==> config.mk <==
export PLATFORM = sky130hd
export DESIGN_NAME = tde_queue
export DESIGN_NICKNAME = d
export VERILOG_FILES = /design/src/hdl/tde_pkg.sv /design/src/hdl/tde_queue.sv
export SDC_FILE = /design/constraint.sdc
export NUM_CORES = 1
export LEC_CHECK = 0
export BUFFER_PORTS_ARGS = -buffer_cell sky130_fd_sc_hd__buf_2
export CORE_ASPECT_RATIO = 0.6
export CORE_MARGIN = 10
export CORE_UTILIZATION = 40
export CTS_CLUSTER_SIZE = 8
export DETAILED_ROUTE_END_ITERATION = 6
export GPL_TIMING_DRIVEN = 1
export HOLD_SLACK_MARGIN = 0.02
export PLACE_DENSITY = 0.67
export SLEW_MARGIN = 10
export SYNTH_ARGS = -nofsm -noshare
export SYNTH_HDL_FRONTEND = slang
export SYNTH_SLANG_ARGS = --single-unit
==> constraint.sdc <==
create_clock -name clk -period 1.8 [get_ports clk]
set_clock_uncertainty 0.15 [all_clocks]
set_input_delay 0.27 -clock clk [delete_from_list [all_inputs] [get_ports clk]]
set_output_delay 0.27 -clock clk [all_outputs]
set_load 0.05 [all_outputs]
==> src/hdl/tde_pkg.sv <==
// Shared constants, codes and types of the trie dictionary engine.
package tde_pkg;

  localparam int NODE_COUNT    = 1024;
  localparam int ALPHABET_SIZE = 26;

  localparam int NODE_W     = $clog2(NODE_COUNT);
  localparam int FREE_W     = $clog2(NODE_COUNT + 1);
  localparam int SLOT_COUNT = NODE_COUNT * ALPHABET_SIZE;
  localparam int SLOT_W     = $clog2(SLOT_COUNT);

  localparam int OP_W     = 2;
  localparam int LETTER_W = 5;
  localparam int ANS_W    = 2;

  localparam int QUEUE_DEPTH = 2;
  localparam int QPTR_W      = $clog2(QUEUE_DEPTH);
  localparam int QCNT_W      = $clog2(QUEUE_DEPTH + 1);

  localparam logic [OP_W-1:0] OP_INSERT = 2'd0;
  localparam logic [OP_W-1:0] OP_SEARCH = 2'd1;
  localparam logic [OP_W-1:0] OP_PREFIX = 2'd2;

  localparam logic [ANS_W-1:0] ANS_NO   = 2'd0;
  localparam logic [ANS_W-1:0] ANS_YES  = 2'd1;
  localparam logic [ANS_W-1:0] ANS_FULL = 2'd2;

  // One classified letter on its way from the front to the back.
  typedef struct packed {
    logic [OP_W-1:0]     op;
    logic [LETTER_W-1:0] letter;
    logic                last;
    logic                op_bad;
    logic                letter_bad;
  } item_t;

endpackage

==> src/hdl/tde_queue.sv <==
// Short queue of classified letters between front and back.
module tde_queue (
  input  logic           clk,
  input  logic           rst,
  input  logic           push,
  input  tde_pkg::item_t push_item,
  input  logic           pop,
  output tde_pkg::item_t head,
  output logic           empty,
  output logic           full
);

  tde_pkg::item_t                 entries [tde_pkg::QUEUE_DEPTH];
  logic [tde_pkg::QPTR_W-1:0]     wr_ptr;
  logic [tde_pkg::QPTR_W-1:0]     rd_ptr;
  logic [tde_pkg::QCNT_W-1:0]     count;

  assign empty = count == '0;
  assign full  = count == tde_pkg::QCNT_W'(tde_pkg::QUEUE_DEPTH);
  assign head  = entries[rd_ptr];

  always_ff @(posedge clk) begin
    if (push) begin
      entries[wr_ptr] <= push_item;
    end
  end

  always_ff @(posedge clk) begin
    if (rst) begin
      wr_ptr <= '0;
      rd_ptr <= '0;
      count  <= '0;
    end else begin
      if (push) begin
        wr_ptr <= (int'(wr_ptr) == tde_pkg::QUEUE_DEPTH - 1) ? '0 : wr_ptr + 1'b1;
      end
      if (pop) begin
        rd_ptr <= (int'(rd_ptr) == tde_pkg::QUEUE_DEPTH - 1) ? '0 : rd_ptr + 1'b1;
      end
      unique case ({push, pop})
        2'b10:   count <= count + 1'b1;
        2'b01:   count <= count - 1'b1;
        default: count <= count;
      endcase
    end
  end

endmodule

Yosys cells after proc, flatten, opt, wreduce, memory -nomap -nowiden --
Memory sizes are Yosys's and may differ from the RTL's. A register that Yosys moved wholly into a read port is not among the register bits. Index checks and enable logic that the tools add are counted. Widths: inputs -> output; s select.
Word-level totals: register bits 4, bits in writable memories 20, input bits 14, output and inout bits 12, logic and storage cells 20, memories kept 1
Operators by class: $add $sub $neg 4, eq/ne operators 3, muxes and demuxes 7, reduce and logical (&&, ||, !) cells 2
Memories:
- entries | words 2, bits a word 10, read ports 1, clocked after memory_dff 1, write ports 1, line tde_queue.sv:13 | tde_pkg::item_t entries [tde_pkg::QUEUE_DEPTH];
Operators by type and width (count):
- $mux 1 | 6
- $eq 2x2->1 const B | 2
- $pmux 2 s2 | 1
- $add 1x1->1 const B | 2
- $add 2x1->2 const B | 1
- $eq 2x1->1 const B | 1
- $logic_not 2->1 | 1
- $reduce_bool 2->1 | 1
- $sub 2x1->2 const B | 1

Depth between registers and ports, before layout --
Gate-level depths: netlist (run 1).
depth in word-level cells 4, depth in mapped cells 5

Worst setup path after synthesis (run 1) --
Ideal clock, no wire load.
path type reg-to-output, start register count[0] (netlist name), end output empty, data arrival time 0.977 ns, data required time 1.380 ns, setup slack 0.403 ns, cell stages (with the launch flop) 2, path buffers 0, cell sequence dfxtp_1 nor2_1
On the way: cells in the longest elaborated chain, start to end 1
RTL lines:
- from (decl) | line tde_queue.sv:16 | logic [tde_pkg::QCNT_W-1:0] count;
- from (signal assigned) | line tde_queue.sv:41 | 2'b10: count <= count + 1'b1;
- from (signal assigned) | line tde_queue.sv:42 | 2'b01: count <= count - 1'b1;
- from (signal assigned) | line tde_queue.sv:43 | default: count <= count;
- $logic_not 2->1 | line tde_queue.sv:18 | assign empty = count == '0;
- to (decl) | line tde_queue.sv:9 | output logic empty,
Every way passes these cells.

==> results by group, run 1 <==
Global routing
  • Vias in the first global route: 551
  • First-pass GRT wire length: 2410 um
  • Initial antenna violation count: 0
  • Grt ovf: 0
  • GRT Total Usage: 6.70%
  • Largest net degree at the start of global routing: 14

Die
  • Die area: 0.00469 mm^2
  • Placeable core region: 0.00218 mm^2
  • Boundary Pins: 26
  • Die X: 82.0 um
  • FP Rows: 13
  • Initial Util: 42.4%
  • Die Height: 57.2 um

Yosys
  • Post-synthesis net count: 68
  • Post-synthesis sequential area ratio: 75.9%
  • Yosys top cell area share: 65.0%
  • Mean Syn Cell Area: 17.4 um^2
  • Top cells by area, synth: edfxtp_1, mux2_2, dfxtp_1
  • Post-synth top area cell: edfxtp_1
  • Flops & latches, synth: 25
  • Distinct cells, synth: 14
  • Synth Cell Area: 923 um^2
  • Yosys warns: 0
  • Mapped Cells: 53

Detailed routing
  • Avg WL per Cell: 13.6 um
  • Top sig layer: met3
  • Wl on met1: 653 um
  • TritonRoute pass-1 iters: 4
  • DR vias: 491
  • # DRC: 0
  • DR vias/cell: 4.38
  • Metal2 WL: 719 um
  • Wire length on met3: 148 um
  • 1st-iter DRT viols: 35
  • Final ANT Viol Nets: 0
  • Final WL: 1520 um

Job
  • Max_cap viols: 0

Cells and area
  • Register Area: 702 um^2
  • Most common cell after layout, fill and taps aside: buf_2
  • Area taken by multi-input logic gates: 214 um^2
  • Most frequent cells in the layout: buf_2, edfxtp_1, mux2_2
  • P&R area growth vs syn: 22.9%
  • Util after Layout: 52.1%
  • NumNets Final: 98
  • Diode count: 0
  • Filler instances: 203
  • Layout cells sized above 1: 50.0%

Worst setup path
  • Crit Path Class: reg2out
  • Critical Path Start Type: flop
  • CP required: 1.38 ns
  • Worst Setup End Kind: primary output
  • Worst Path Arrival: 1.30 ns
  • CP Max Fanout: 10

Timing
  • Number of slew-limit violations in the final report: 0
  • # setup viols final: 0
  • Fmax: 0.581 GHz
  • Final worst-path cycle share: 95.7%
  • Hold WS: 0.0491 ns
  • Fin crit period: 1.72 ns
  • Final hold violations: 0
  • Setup TNS Final: 0 ns
  • RSZ-0062 raised after global routing: false
  • Pin slew with the least headroom to its limit: 0.485 ns
  • Max-Slew Margin vs Limit: 67.7%

Place
  • Gpl congestion: 0.679
  • DP HPWL: 1200 um
  • PortBufs: 25

Power and ir drop
  • Leakage power: 0.440 nW
  • Comb power frac: 19.9%
  • Clock share of power: 24.6%
  • Total Power: 0.00125 W
  • Reg power frac: 55.6%
  • Power per cell area: 1100 mW/mm^2
  • Switching Fraction: 27.4%
  • VDD IR max: 0.000683 V
  • Pint: 0.000904 W
  • P_sw: 0.000341 W

CTS
  • CTS tree: yes
  • Hold-fix buffers, CTS: 0
  • H-Tree Depth: 1
  • CTS clk-pin slew, worst paths: 0.07 ns
  • Clock root cell: clkbuf_8
  • Sink Count: 25
  • Max clock buf depth: 2
  • CTS Buf Count: 3
  • Worst-Skew Late Latency: 0.25 ns

Run status
  • Status: finished clean

Worst hold path
  • Worst min path class: in2reg
[synthesized netlist by cell type, drive strengths merged]
master / number
edfxtp: 20
mux2: 10
ha: 1
and2: 1
nor2: 6
o21ai: 1
xnor2: 3
or3: 1
buf: 1
xor2: 1
and2b: 1
dfxtp: 5
inv: 1
a21oi: 1
[critical path, stage by stage, from the launching register on]
cell	delay, ns
dfxtp_2	0.47
mux2_2	0.37
buf_2	0.21
[power by group through the flow]
stage / Combinational [W] / Clock [W] / Sequential, W
after floorplan: 0.000198 / 0 / 0.000692
after global placement: 0.000249 / 0 / 0.000703
after detailed placement: 0.000251 / 0 / 0.000705
after CTS: 0.000252 / 0.000317 / 0.000693
after global routing: 0.000266 / 0.000344 / 0.000696
final: 0.000248 / 0.000306 / 0.000692
[final timing paths]
check	slack (ns)	depth (start not counted)	to	from
max	0.08	2	head[4]	flop
min	0.05	1	entries[0][0]$_DFFE_PP_	push_item[0]
max reg2reg	0.48	1	entries[1][7]$_DFFE_PP_	wr_ptr$_SDFFE_PP0P_
min reg2reg	0.37	2	flop	rd_ptr$_SDFFE_PP0P_
[registers in the layout, indices dropped and copies added, names as in the netlist, named ones only]
register	count
count	2
wr_ptr	1
rd_ptr	1
entries	20
[kinds of logic (layout without fill, tap and decap cells)]
group,Yosys count,in the layout,synth area share [%]
xor+xnor,4,4,3.79
simple gates,9,9,4.74
flops,25,25,75.9
fa+ha+maj,1,1,1.35
mux,10,10,12.2
buf+inv,2,31,0.948
compound gates,2,2,1.08
[routing by layer]
metal  up-vias  global-route usage, %
met3         0                   5.00
met5         -                      0
li1        249                      -
met1       225                   6.79
met4         0                  0.725
met2        17                   11.2
[layout make-up]
class,instances,share of cell area [%]
Inverter,1,0.331
Sequential cell,25,61.9
Timing Repair Buffer,26,11.7
Clock buffer,4,3.97
Multi-Input combinational cell,26,18.9
Tap cell,30,3.31
[stage by stage]
step	area (um^2)	worst slack, ns	instances
after floorplan	923	0.403	53
after global placement	1090	0.186	108
after detailed placement	1090	0.192	108
after CTS	1130	0.0528	112
after global routing	1130	0.0171	112
final	1130	0.0778	112
[repair_timing]
item	4_1_cts	5_1_grt
resized for setup	1	0
buffers inserted	0	0
setup endpoints to repair	10	0
(Power assumes the default switching activity.)
==> run 2: changes to the inputs <==
==> constraint.sdc (replaced) <==
create_clock -name clk -period 1.8 [get_ports clk]
set_clock_uncertainty 0.15 [all_clocks]
set_input_delay 0.36 -clock clk [delete_from_list [all_inputs] [get_ports clk]]
set_output_delay 0.36 -clock clk [all_outputs]
set_load 0.05 [all_outputs]
==> results by group, run 2 (synthesis results as in run 1) <==
Global routing
  • First-pass GRT wire length: 2460 um
  • GRT Total Usage: 6.83%
  • Grt ovf: 0
  • Vias in the first global route: 541
  • Initial antenna violation count: 0
  • Largest net degree at the start of global routing: 15

Cells and area
  • Cell area after layout: 0.00119 mm^2
  • Biggest register: entries
  • Diode count: 0
  • NumNets Final: 99
  • Most frequent cells in the layout: edfxtp_1, buf_2, mux2_2
  • P&R area growth vs syn: 29.3%
  • Filler instances: 193
  • Regs by FF count: entries: 20 flops, count: 2 flops
  • Layout cells sized above 1: 51.8%
  • Register Area: 704 um^2
  • Most common cell after layout, fill and taps aside: edfxtp_1
  • Layout Cells excl Fill: 113
  • Area taken by multi-input logic gates: 214 um^2
  • Largest register FFs: 20
  • Util after Layout: 54.8%

Timing
  • RSZ-0062 raised after global routing: true
  • # setup viols final: 0
  • Max-Slew Margin vs Limit: 68.2%
  • Fmax: 0.564 GHz
  • Final hold violations: 0
  • Number of slew-limit violations in the final report: 0
  • Hold WS: 0.135 ns
  • Fin crit period: 1.77 ns
  • Pin slew with the least headroom to its limit: 0.477 ns
  • Final worst-path cycle share: 98.5%

Place
  • Placed Area: 0.00110 mm^2
  • Dpl cells: 109
  • DP HPWL: 1170 um
  • Gpl congestion: 0.715
  • PortBufs: 25

Detailed routing
  • Final ANT Viol Nets: 0
  • Avg WL per Cell: 13.4 um
  • 1st-iter DRT viols: 12
  • TritonRoute pass-1 iters: 4
  • Final WL: 1520 um
  • # DRC: 0
  • DR vias: 511
  • DR vias/cell: 4.52

Die
  • Die Height: 57.2 um
  • Placeable core region: 0.00218 mm^2
  • Initial Util: 42.4%
  • Boundary Pins: 26
  • Die area: 0.00469 mm^2
  • Die X: 82.0 um
  • FP Rows: 13

CTS
  • H-Tree Depth: 1
  • Post-CTS Resized: 17
  • Clock root cell: clkbuf_8
  • Worst-Skew Late Latency: 0.26 ns
  • CTS Buf Count: 3
  • Post-CTS Setup Inserts: 0
  • CTS tree: yes
  • Max clock buf depth: 2
  • CTS clk-pin slew, worst paths: 0.08 ns
  • Hold-fix buffers, CTS: 0
  • Sink Count: 25

Power and ir drop
  • VDD IR max: 0.000544 V
  • Leakage power: 0.464 nW
  • Power per cell area: 1070 mW/mm^2

Worst setup path
  • Crit Path Class: reg2out
  • Critical Path Start Type: flop
  • Worst Setup End Kind: primary output
  • CP required: 1.29 ns
  • CP Max Fanout: 7
  • Worst Path Arrival: 1.26 ns

Run status
  • Status: finished clean

Worst hold path
  • Worst min path class: in2reg

Job
  • Max_cap viols: 0
==> run 2: power by group <==
part / total [W] / leakage (nW) / internal (W) / switching (W)
logic: 0.000283 / 0.209 / 0.000104 / 0.000179
registers: 0.000687 / 0.230 / 0.000668 / 0.0000188
clock network: 0.000311 / 0.0255 / 0.000154 / 0.000157
==> run 2: final timing paths <==
| check | start | to | slack, ns | cells after the start |
|---|---|---|---|---|
| setup / recovery | flop | head[2] | 0.03 | 3 |
| hold / removal | push_item[4] | entries[0][4]$_DFFE_PP_ | 0.13 | 1 |
| setup reg to reg | wr_ptr$_SDFFE_PP0P_ | entries[1][9]$_DFFE_PP_ | 0.48 | 1 |
| hold reg to reg | count[1]$_SDFFE_PP0P_ | count[1]$_SDFFE_PP0P_ | 0.35 | 2 |
==> run 2: final cells by class <==
type                            count  area share, %
Inverter                            1          0.314
Timing Repair Buffer               27           15.7
Tap cell                           30           3.14
Clock buffer                        3           3.46
Multi-Input combinational cell     26           17.9
Sequential cell                    25           59.0
Clock inverter                      1          0.419
==> run 2: layer usage <==
layer / up-vias / wire, um / track usage [%]
met5: - / 0 / 0
met4: 0 / 0 / 1.45
met3: 0 / 173 / 4.38
met2: 21 / 700 / 10.7
met1: 239 / 642 / 7.71
li1: 251 / - / -
==> run 2: through the flow <==
stage / TNS (ns) / power (W) / setup slack [ns]
after floorplan: 0 / 0.000890 / 0.313
final: 0 / 0.00128 / 0.0276
after global placement: 0 / 0.000957 / 0.164
after global routing: -0.105 / 0.00134 / -0.0220
after detailed placement: 0 / 0.000960 / 0.163
after CTS: 0 / 0.00130 / 0.00974
==> run 2: worst max-delay path, cell delays in order (launching register included) <==
cell and delay (ns):
dfxtp_4 0.37, buf_6 0.13, mux2_2 0.34, buf_6 0.15
